`config.mk`:
```
export PLATFORM = sky130hd
export DESIGN_NAME = sorted_array_priority_queue_top
export DESIGN_NICKNAME = d
export VERILOG_FILES = /design/src/design/spaq_pkg.sv /design/src/design/spaq_cell.sv /design/src/design/sorted_array_priority_queue_top.sv
export VERILOG_INCLUDE_DIRS = /design/src /design/src/design
export SDC_FILE = /design/constraint.sdc
export NUM_CORES = 2
export LEC_CHECK = 0
export BUFFER_PORTS_ARGS = -buffer_cell sky130_fd_sc_hd__buf_4
export CAP_MARGIN = 20
export CELL_PAD_IN_SITES_DETAIL_PLACEMENT = 1
export CELL_PAD_IN_SITES_GLOBAL_PLACEMENT = 2
export CORE_MARGIN = 2
export CORE_UTILIZATION = 29
export CTS_CLUSTER_DIAMETER = 50
export DETAILED_ROUTE_END_ITERATION = 7
export PLACE_DENSITY_LB_ADDON = 0.15
export SLEW_MARGIN = 20
export SYNTH_ARGS = -nofsm -noshare
export SYNTH_HDL_FRONTEND = slang
export SYNTH_SLANG_ARGS = --single-unit
```
`constraint.sdc`:
```
create_clock -name clk -period 5.2 [get_ports clk]
set_input_delay 1.56 -clock clk [delete_from_list [all_inputs] [get_ports clk]]
set_output_delay 1.56 -clock clk [all_outputs]
set_load 0.02 [all_outputs]
```
`src/design/sorted_array_priority_queue_top_assert.svh`:
```
// Assertion macros used by the sorted-array priority queue top level.
`ifndef SORTED_ARRAY_PRIORITY_QUEUE_TOP_ASSERT_SVH
`define SORTED_ARRAY_PRIORITY_QUEUE_TOP_ASSERT_SVH

`ifndef SYNTHESIS
// Clocked check, switched off while reset is asserted.
`define SPAQ_ASSERT(label, prop, msg) \
    label: assert property (@(posedge clk) disable iff (!rst_n) (prop)) else $error(msg);
// Clocked check that also holds while reset is asserted.
`define SPAQ_ASSERT_ALWAYS(label, prop, msg) \
    label: assert property (@(posedge clk) (prop)) else $error(msg);
`else
`define SPAQ_ASSERT(label, prop, msg)
`define SPAQ_ASSERT_ALWAYS(label, prop, msg)
`endif

`endif

```
`src/design/spaq_pkg.sv`:
```
// Types and constants shared by the sorted-array priority queue.
package spaq_pkg;

    localparam int DEFAULT_CAPACITY = 16;
    localparam int VALUE_W          = 32;
    localparam int COUNT_OUT_W      = 5;

    typedef enum logic
    {
        CMD_INSERT = 1'b0,
        CMD_REMOVE = 1'b1
    } cmd_t;

    typedef enum logic [1:0]
    {
        STATUS_OK        = 2'd0,
        STATUS_OVERFLOW  = 2'd1,
        STATUS_UNDERFLOW = 2'd2
    } status_t;

    typedef struct packed
    {
        cmd_t                       cmd;
        logic signed [VALUE_W-1:0]  value;
    } in_t;

    typedef struct packed
    {
        status_t                    status;
        logic signed [VALUE_W-1:0]  removed_value;
        logic signed [VALUE_W-1:0]  head_value;
        logic                       head_valid;
        logic [COUNT_OUT_W-1:0]     entry_count;
    } out_t;

    // Broadcast to every cell of the chain in the cycle a transaction is taken.
    typedef struct packed
    {
        logic                       ins;
        logic                       rem;
        logic signed [VALUE_W-1:0]  value;
    } cell_ctrl_t;

endpackage

```
`src/design/spaq_cell.sv`:
```
// One storage cell of the sorted chain: holds a value and shifts with its neighbours.
module spaq_cell
(
    input  logic                                 clk,
    input  spaq_pkg::cell_ctrl_t                 ctrl,
    input  logic                                 occ,
    input  logic                                 left_lt,
    input  logic signed [spaq_pkg::VALUE_W-1:0]  left_value,
    input  logic signed [spaq_pkg::VALUE_W-1:0]  right_value,
    output logic                                 lt,
    output logic signed [spaq_pkg::VALUE_W-1:0]  value
);

    logic signed [spaq_pkg::VALUE_W-1:0] value_reg;
    logic signed [spaq_pkg::VALUE_W-1:0] value_next;

    // A held entry smaller than the new value stays where it is.
    assign lt    = occ && (value_reg < ctrl.value);
    assign value = value_reg;

    always_comb
    begin
        value_next = value_reg;
        if (ctrl.ins)
        begin
            if (lt)
            begin
                value_next = value_reg;
            end
            else if (left_lt)
            begin
                value_next = ctrl.value;
            end
            else
            begin
                value_next = left_value;
            end
        end
        else if (ctrl.rem)
        begin
            value_next = right_value;
        end
    end

    always_ff @(posedge clk)
    begin
        value_reg <= value_next;
    end

endmodule

```
`src/design/sorted_array_priority_queue_top.sv`:
```
// Top level of the sorted-array min priority queue built as a chain of cells.
//
//  Channel | Handshake            | Payload          | Role
//  --------+----------------------+------------------+------------------------------
//  request | req_valid, req_ready | req  (in_t)      | insert a value or remove head
//  result  | rsp_valid, rsp_ready | rsp  (out_t)     | status, removed value, head
//
// One transaction is taken per clock cycle unless a result is stalled; its result
// appears in the next cycle from the result register, and a new request is taken in
// the same cycle that result is; the rate is set by the cell chain and that register.
// Reset clears the entry count and the result valid flag; the cells and the result
// fields need no clearing.
// While a result waits with rsp_ready low, req_ready is low and the chain holds.
`include "sorted_array_priority_queue_top_assert.svh"

module sorted_array_priority_queue_top
#(
    parameter int CAPACITY = spaq_pkg::DEFAULT_CAPACITY
)
(
    input  logic            clk,
    input  logic            rst_n,
    input  logic            req_valid,
    output logic            req_ready,
    input  spaq_pkg::in_t   req,
    output logic            rsp_valid,
    input  logic            rsp_ready,
    output spaq_pkg::out_t  rsp
);

    // The count register holds 0 .. CAPACITY inclusive.
    localparam int CW = $clog2(CAPACITY + 1);

    logic [CW-1:0] count_reg;
    logic [CW-1:0] count_next;
    logic          rsp_valid_reg;
    logic          rsp_valid_next;

    spaq_pkg::status_t                   status_reg;
    spaq_pkg::status_t                   status_next;
    logic signed [spaq_pkg::VALUE_W-1:0] removed_reg;
    logic signed [spaq_pkg::VALUE_W-1:0] removed_next;

    spaq_pkg::cell_ctrl_t                ctrl;
    logic                                accept;
    logic                                full;
    logic                                empty;
    logic [CW+spaq_pkg::COUNT_OUT_W-1:0] count_wide;

    logic signed [spaq_pkg::VALUE_W-1:0] cell_value [CAPACITY];
    logic                                cell_lt    [CAPACITY];
    logic                                cell_occ   [CAPACITY];

    assign full   = (count_reg == CW'(CAPACITY));
    assign empty  = (count_reg == '0);

    // A waiting result blocks the request side, so the chain and count stay put.
    assign req_ready = !rsp_valid_reg || rsp_ready;
    assign accept    = req_valid && req_ready;

    // Only a legal operation moves the chain: a full insert or an empty remove
    // leaves every cell untouched.
    always_comb
    begin
        ctrl.ins   = accept && (req.cmd == spaq_pkg::CMD_INSERT) && !full;
        ctrl.rem   = accept && (req.cmd == spaq_pkg::CMD_REMOVE) && !empty;
        ctrl.value = req.value;
    end

    // The chain: cell 0 holds the smallest entry. On insert the comparison results
    // form a prefix, so each cell need look only at its left neighbour to decide
    // whether to keep, take the new value, or take the neighbour's value. On remove
    // every cell takes its right neighbour's value.
    for (genvar i = 0; i < CAPACITY; i++)
    begin : g_cell
        logic                                left_lt;
        logic signed [spaq_pkg::VALUE_W-1:0] left_value;
        logic signed [spaq_pkg::VALUE_W-1:0] right_value;

        assign cell_occ[i] = (count_reg > CW'(i));

        if (i == 0)
        begin : g_first
            assign left_lt    = 1'b1;
            assign left_value = req.value;
        end
        else
        begin : g_inner
            assign left_lt    = cell_lt[i-1];
            assign left_value = cell_value[i-1];
        end

        if (i == CAPACITY - 1)
        begin : g_last
            assign right_value = cell_value[i];
        end
        else
        begin : g_body
            assign right_value = cell_value[i+1];
        end

        spaq_cell u_cell
        (
            .clk         (clk),
            .ctrl        (ctrl),
            .occ         (cell_occ[i]),
            .left_lt     (left_lt),
            .left_value  (left_value),
            .right_value (right_value),
            .lt          (cell_lt[i]),
            .value       (cell_value[i])
        );
    end

    always_comb
    begin
        count_next     = count_reg;
        status_next    = status_reg;
        removed_next   = removed_reg;
        rsp_valid_next = rsp_valid_reg;

        if (rsp_valid_reg && rsp_ready)
        begin
            rsp_valid_next = 1'b0;
        end

        if (accept)
        begin
            rsp_valid_next = 1'b1;
            status_next    = spaq_pkg::STATUS_OK;
            removed_next   = '0;
            if (req.cmd == spaq_pkg::CMD_INSERT)
            begin
                if (full)
                begin
                    status_next = spaq_pkg::STATUS_OVERFLOW;
                end
                else
                begin
                    count_next = count_reg + CW'(1);
                end
            end
            else
            begin
                if (empty)
                begin
                    status_next = spaq_pkg::STATUS_UNDERFLOW;
                end
                else
                begin
                    removed_next = cell_value[0];
                    count_next   = count_reg - CW'(1);
                end
            end
        end
    end

    always_ff @(posedge clk or negedge rst_n)
    begin
        if (!rst_n)
        begin
            count_reg     <= '0;
            rsp_valid_reg <= 1'b0;
        end
        else
        begin
            count_reg     <= count_next;
            rsp_valid_reg <= rsp_valid_next;
        end
    end

    always_ff @(posedge clk)
    begin
        status_reg  <= status_next;
        removed_reg <= removed_next;
    end

    // The head fields are read live from cell 0 and the count; both are frozen
    // while the result waits, so the result stays steady.
    assign count_wide = {{spaq_pkg::COUNT_OUT_W{1'b0}}, count_reg};

    assign rsp_valid         = rsp_valid_reg;
    assign rsp.status        = status_reg;
    assign rsp.removed_value = removed_reg;
    assign rsp.head_value    = empty ? '0 : cell_value[0];
    assign rsp.head_valid    = !empty;
    assign rsp.entry_count   = count_wide[spaq_pkg::COUNT_OUT_W-1:0];

    `SPAQ_ASSERT(a_count_bound, count_reg <= CW'(CAPACITY), "entry count beyond capacity")
    `SPAQ_ASSERT_ALWAYS(a_stall_blocks, (rsp_valid_reg && !rsp_ready) |-> !req_ready, "stall")
    `SPAQ_ASSERT(a_insert_count, ctrl.ins |=> (count_reg == $past(count_reg) + CW'(1)), "insert")
    `SPAQ_ASSERT(a_underflow_empty, (rsp_valid_reg && status_reg == spaq_pkg::STATUS_UNDERFLOW) |-> empty, "underflow")
    `SPAQ_ASSERT(a_head_order, (count_reg >= CW'(2)) |-> (cell_value[0] <= cell_value[1]), "head order")

endmodule
```
==> flow_summary_export.csv <==
group,metric,value,unit
sta,fin_crit_sh,93.9,%
job,max-cap-violations,0,
pwr,power_leakage,19.3,nW
detailed_routing,num_vias,29629,
clock_network,clkSlewWorstSetupHoldPaths,50,ps
placed_design,gp_congestion,0.801,
sta,period_needed,4880,ps
critical_path,slowest_stage,"dfrtp_1",
worst_hold_path,min_path_type,"reg2reg",
critical_path,path_cells,"inv_1 -> ha_1 -> nor3b_2 -> and2_2 -> inv_1 -> buf_4 -> and2_1 -> buf_4",
detailed_routing,drcViolationCount,0,
placed_design,dpl_cell_area,0.0426,mm²
sta,worstMarginPinSlew,1050,ps
synth,netlist_area,0.0384,mm²
die,ios,111,
synth,synth_top_area_share,42.7,%
sta,setup_violations,0,
synth,yosys_warnings,0,
global_routing,antenna_found_initial,0,
clock_network,cts_tree,"yes",
die,fp.dieH,368,µm
sta,fin_skew,27.8,ps
final_layout,area_delta_synth_final,20.7,%
synth,synth_top_area_cell,"edfxtp_1",
critical_path,max_stage_delay,500,ps
clock_network,cts-root-buf,"clkbuf_16",
clock_network,insertion_delay,710,ps
final_layout,utilization,35.3,%
sta,whs,545,ps
critical_path,ff2ff_setup_slack,1540,ps
critical_path,crit_end,"rsp[15]",
detailed_routing,drt-total-wl,130000,µm
clock_network,cts_max_level,3,
sta,fmax,205,MHz
status,status,"finished, final reports clean",
synth,mappedNetlistNets,4238,
placed_design,io_buffers,110,
die,dieArea,0.135,mm²
critical_path,timing.rr.start,"g_cell[14].u_cell.value[5]",
synth,avgSynthCellArea,10.4,µm²
die,chipWidth,368,µm
placed_design,dp_hpwl,102000,µm
global_routing,gr-total-overflow,0,
synth,synth.area.top_cells,"edfxtp_1 (43%), ha_1 (16%), mux2i_1 (10%), a21oi_1 (4.4%), nand2_1 (3.9%)",
die,start_util,29.2,%
clock_network,cts_sinks,552,
sta,slew_viol_final,0,
global_routing,grt_pass1_wl,201000,µm
synth,ys_ff_latch,552,
sta,finalSetupTns,0,ps
clock_network,cts_buffer_depth,3,
detailed_routing,antenna_left,0,
detailed_routing,wl_per_cell,22.7,µm
sta,worst_slew_margin_rel,29.4,%
detailed_routing,via_per_inst,5.16,
critical_path,r2r-end,"g_cell[15].u_cell.value[8]",
pwr,power_density,437,mW/mm²
synth,yosysSeqAreaShare,43.1,%
critical_path,cp.required,3640,ps
sta,finalHoldViolations,0,
clock_network,numCtsBuffers,109,
synth,postSynth.asyncResetShare,1.09,%
critical_path,critPathMaxFanout,65,
sta,rsz0062_at_grt,"false",
die,coreArea,0.131,mm²
final_layout,drive_above_1_share,13.9,%
critical_path,worst_setup_path_start_kind,"flip-flop",
final_layout,fillers,14623,
global_routing,grt_use_total,19.2,%
critical_path,critPathArrivalTime,3320,ps
final_layout,design_area,0.0463,mm²
detailed_routing,drtIter0Drc,1473,
pwr,vdd_drop_max,0.000278,V
critical_path,critical_path_class,"reg2out",
final_layout,nets,4432,
final_layout,largest_reg_flops,512,
synth,synth_edf_count,546,
synth,netlist-cell-type-count,66,
final_layout,layout.cells.non_filler,5745,
placed_design,dp_cells,5538,
synth,ys.flop_type,"edfxtp_1",
synth,syn_inst,3700,
die,rows,133,
critical_path,r2r_cells,12,
detailed_routing,first_pass_iters,5,
clock_network,postCtsHoldBufs,0,
critical_path,end_kind,"output pin",
global_routing,grt_pass1_vias,31992,
critical_path,cp-startpoint,"count_reg[1]",
global_routing,grt_max_degree,110,
-- cells in the final DEF (no fill, tap or decap), drive strengths merged, types with 20 or more instances in the layout --
cell type / count
a211oi: 84
a21o: 49
a21oi: 339
a31oi: 20
and2: 36
and3: 36
buf: 301
clkbuf: 119
clkinv: 52
edfxtp: 546
ha: 501
inv: 62
mux2: 34
mux2i: 392
nand2: 399
nand3: 34
nand4: 54
nor2: 236
nor3: 90
o21ai: 355
o22ai: 62
-- critical path: cells and delay by family, from the launching register on --
| kind | cells | cell delay (ps) |
|---|---|---|
| DFF | 1 | 500 |
| buffers and inverters | 4 | 850 |
| and+or+nand+nor | 3 | 970 |
| adders and majority gates | 1 | 240 |
-- cell usage after synthesis (all sizes together) (36+ instances only) --
cell type,n
nand2,399
o21ai,355
o22ai,62
ha,501
a21oi,339
mux2i,392
edfxtp,546
and3,36
nand4,54
a211oi,84
nor2,236
and2,36
a21o,49
inv,53
buf,59
nor3,90
clkbuf,159
-- final cells by class --
class | count | area, µm² | area share [%]
flip-flops and latches | 552 | 16500 | 35.7
multi-input cells | 2877 | 20800 | 45.0
inverters | 53 | 199 | 0.429
diodes | 1 | 2.50 | 0.00540
well taps | 1755 | 2200 | 4.74
clock buffers | 119 | 2810 | 6.06
repair buffers | 301 | 2860 | 6.17
clock inverters | 87 | 893 | 1.93
-- what timing repair did --
action	in CTS	in global routing
gates cloned	0	0
buffers inserted	0	0
resized for setup	1	1
setup endpoints to repair	32	32
endpoints found under the hold margin	0	0
-- where the power goes --
part / switching, W / internal [W] / total [W] / leakage, nW
Combinational: 0.00372 / 0.00271 / 0.00643 / 12.3
Sequential: 0.000658 / 0.00592 / 0.00658 / 5.22
Clock: 0.00267 / 0.00456 / 0.00723 / 1.79
Total: 0.00705 / 0.0132 / 0.0202 / 19.3
-- metrics by stage --
stage	setup slack, ps	total power (W)
6_report	317	0.0202
5_1_grt	155	0.0214
4_1_cts	111	0.0206
3_5_place_dp	-87.2	0.0132
3_3_place_gp	-80.2	0.0131
2_1_floorplan	122	0.0108
-- per-layer routing --
layer	global-route usage (%)	up-vias	wire, µm	share of wire [%]
li1	-	14517	-	-
met1	27.1	14517	64200	49
met2	30.9	422	59000	45
met3	2.23	173	3750	2.9
met4	5.72	0	3270	2.5
met5	0	-	0	0
-- worst min-delay path by stage --
stage,start,end,slack (ps),depth (start not counted)
after floorplan,g_cell[15].u_cell.value[31],g_cell[14].u_cell.value[31],530,2
after global placement,rsp_valid,rsp_valid,530,2
after detailed placement,rsp_valid,rsp_valid,540,2
after CTS,rsp_valid,rsp_valid,550,2
after global routing,rsp_valid,rsp_valid,600,2
final,rsp_valid,rsp_valid,550,2
-- cell families after synthesis --
logic type | count (synthesis) | synth area share [%]
multiplexers | 426 | 11.3
XOR/XNOR | 4 | 0.0912
flip-flops | 552 | 43.1
buffers and inverters | 271 | 3.11
AO/OA/AOI/OAI | 993 | 14.9
adder cells (fa/ha/maj) | 501 | 16.3
AND/OR/NAND/NOR | 953 | 11.2
No activity file was read; power rests on OpenSTA's default activity.
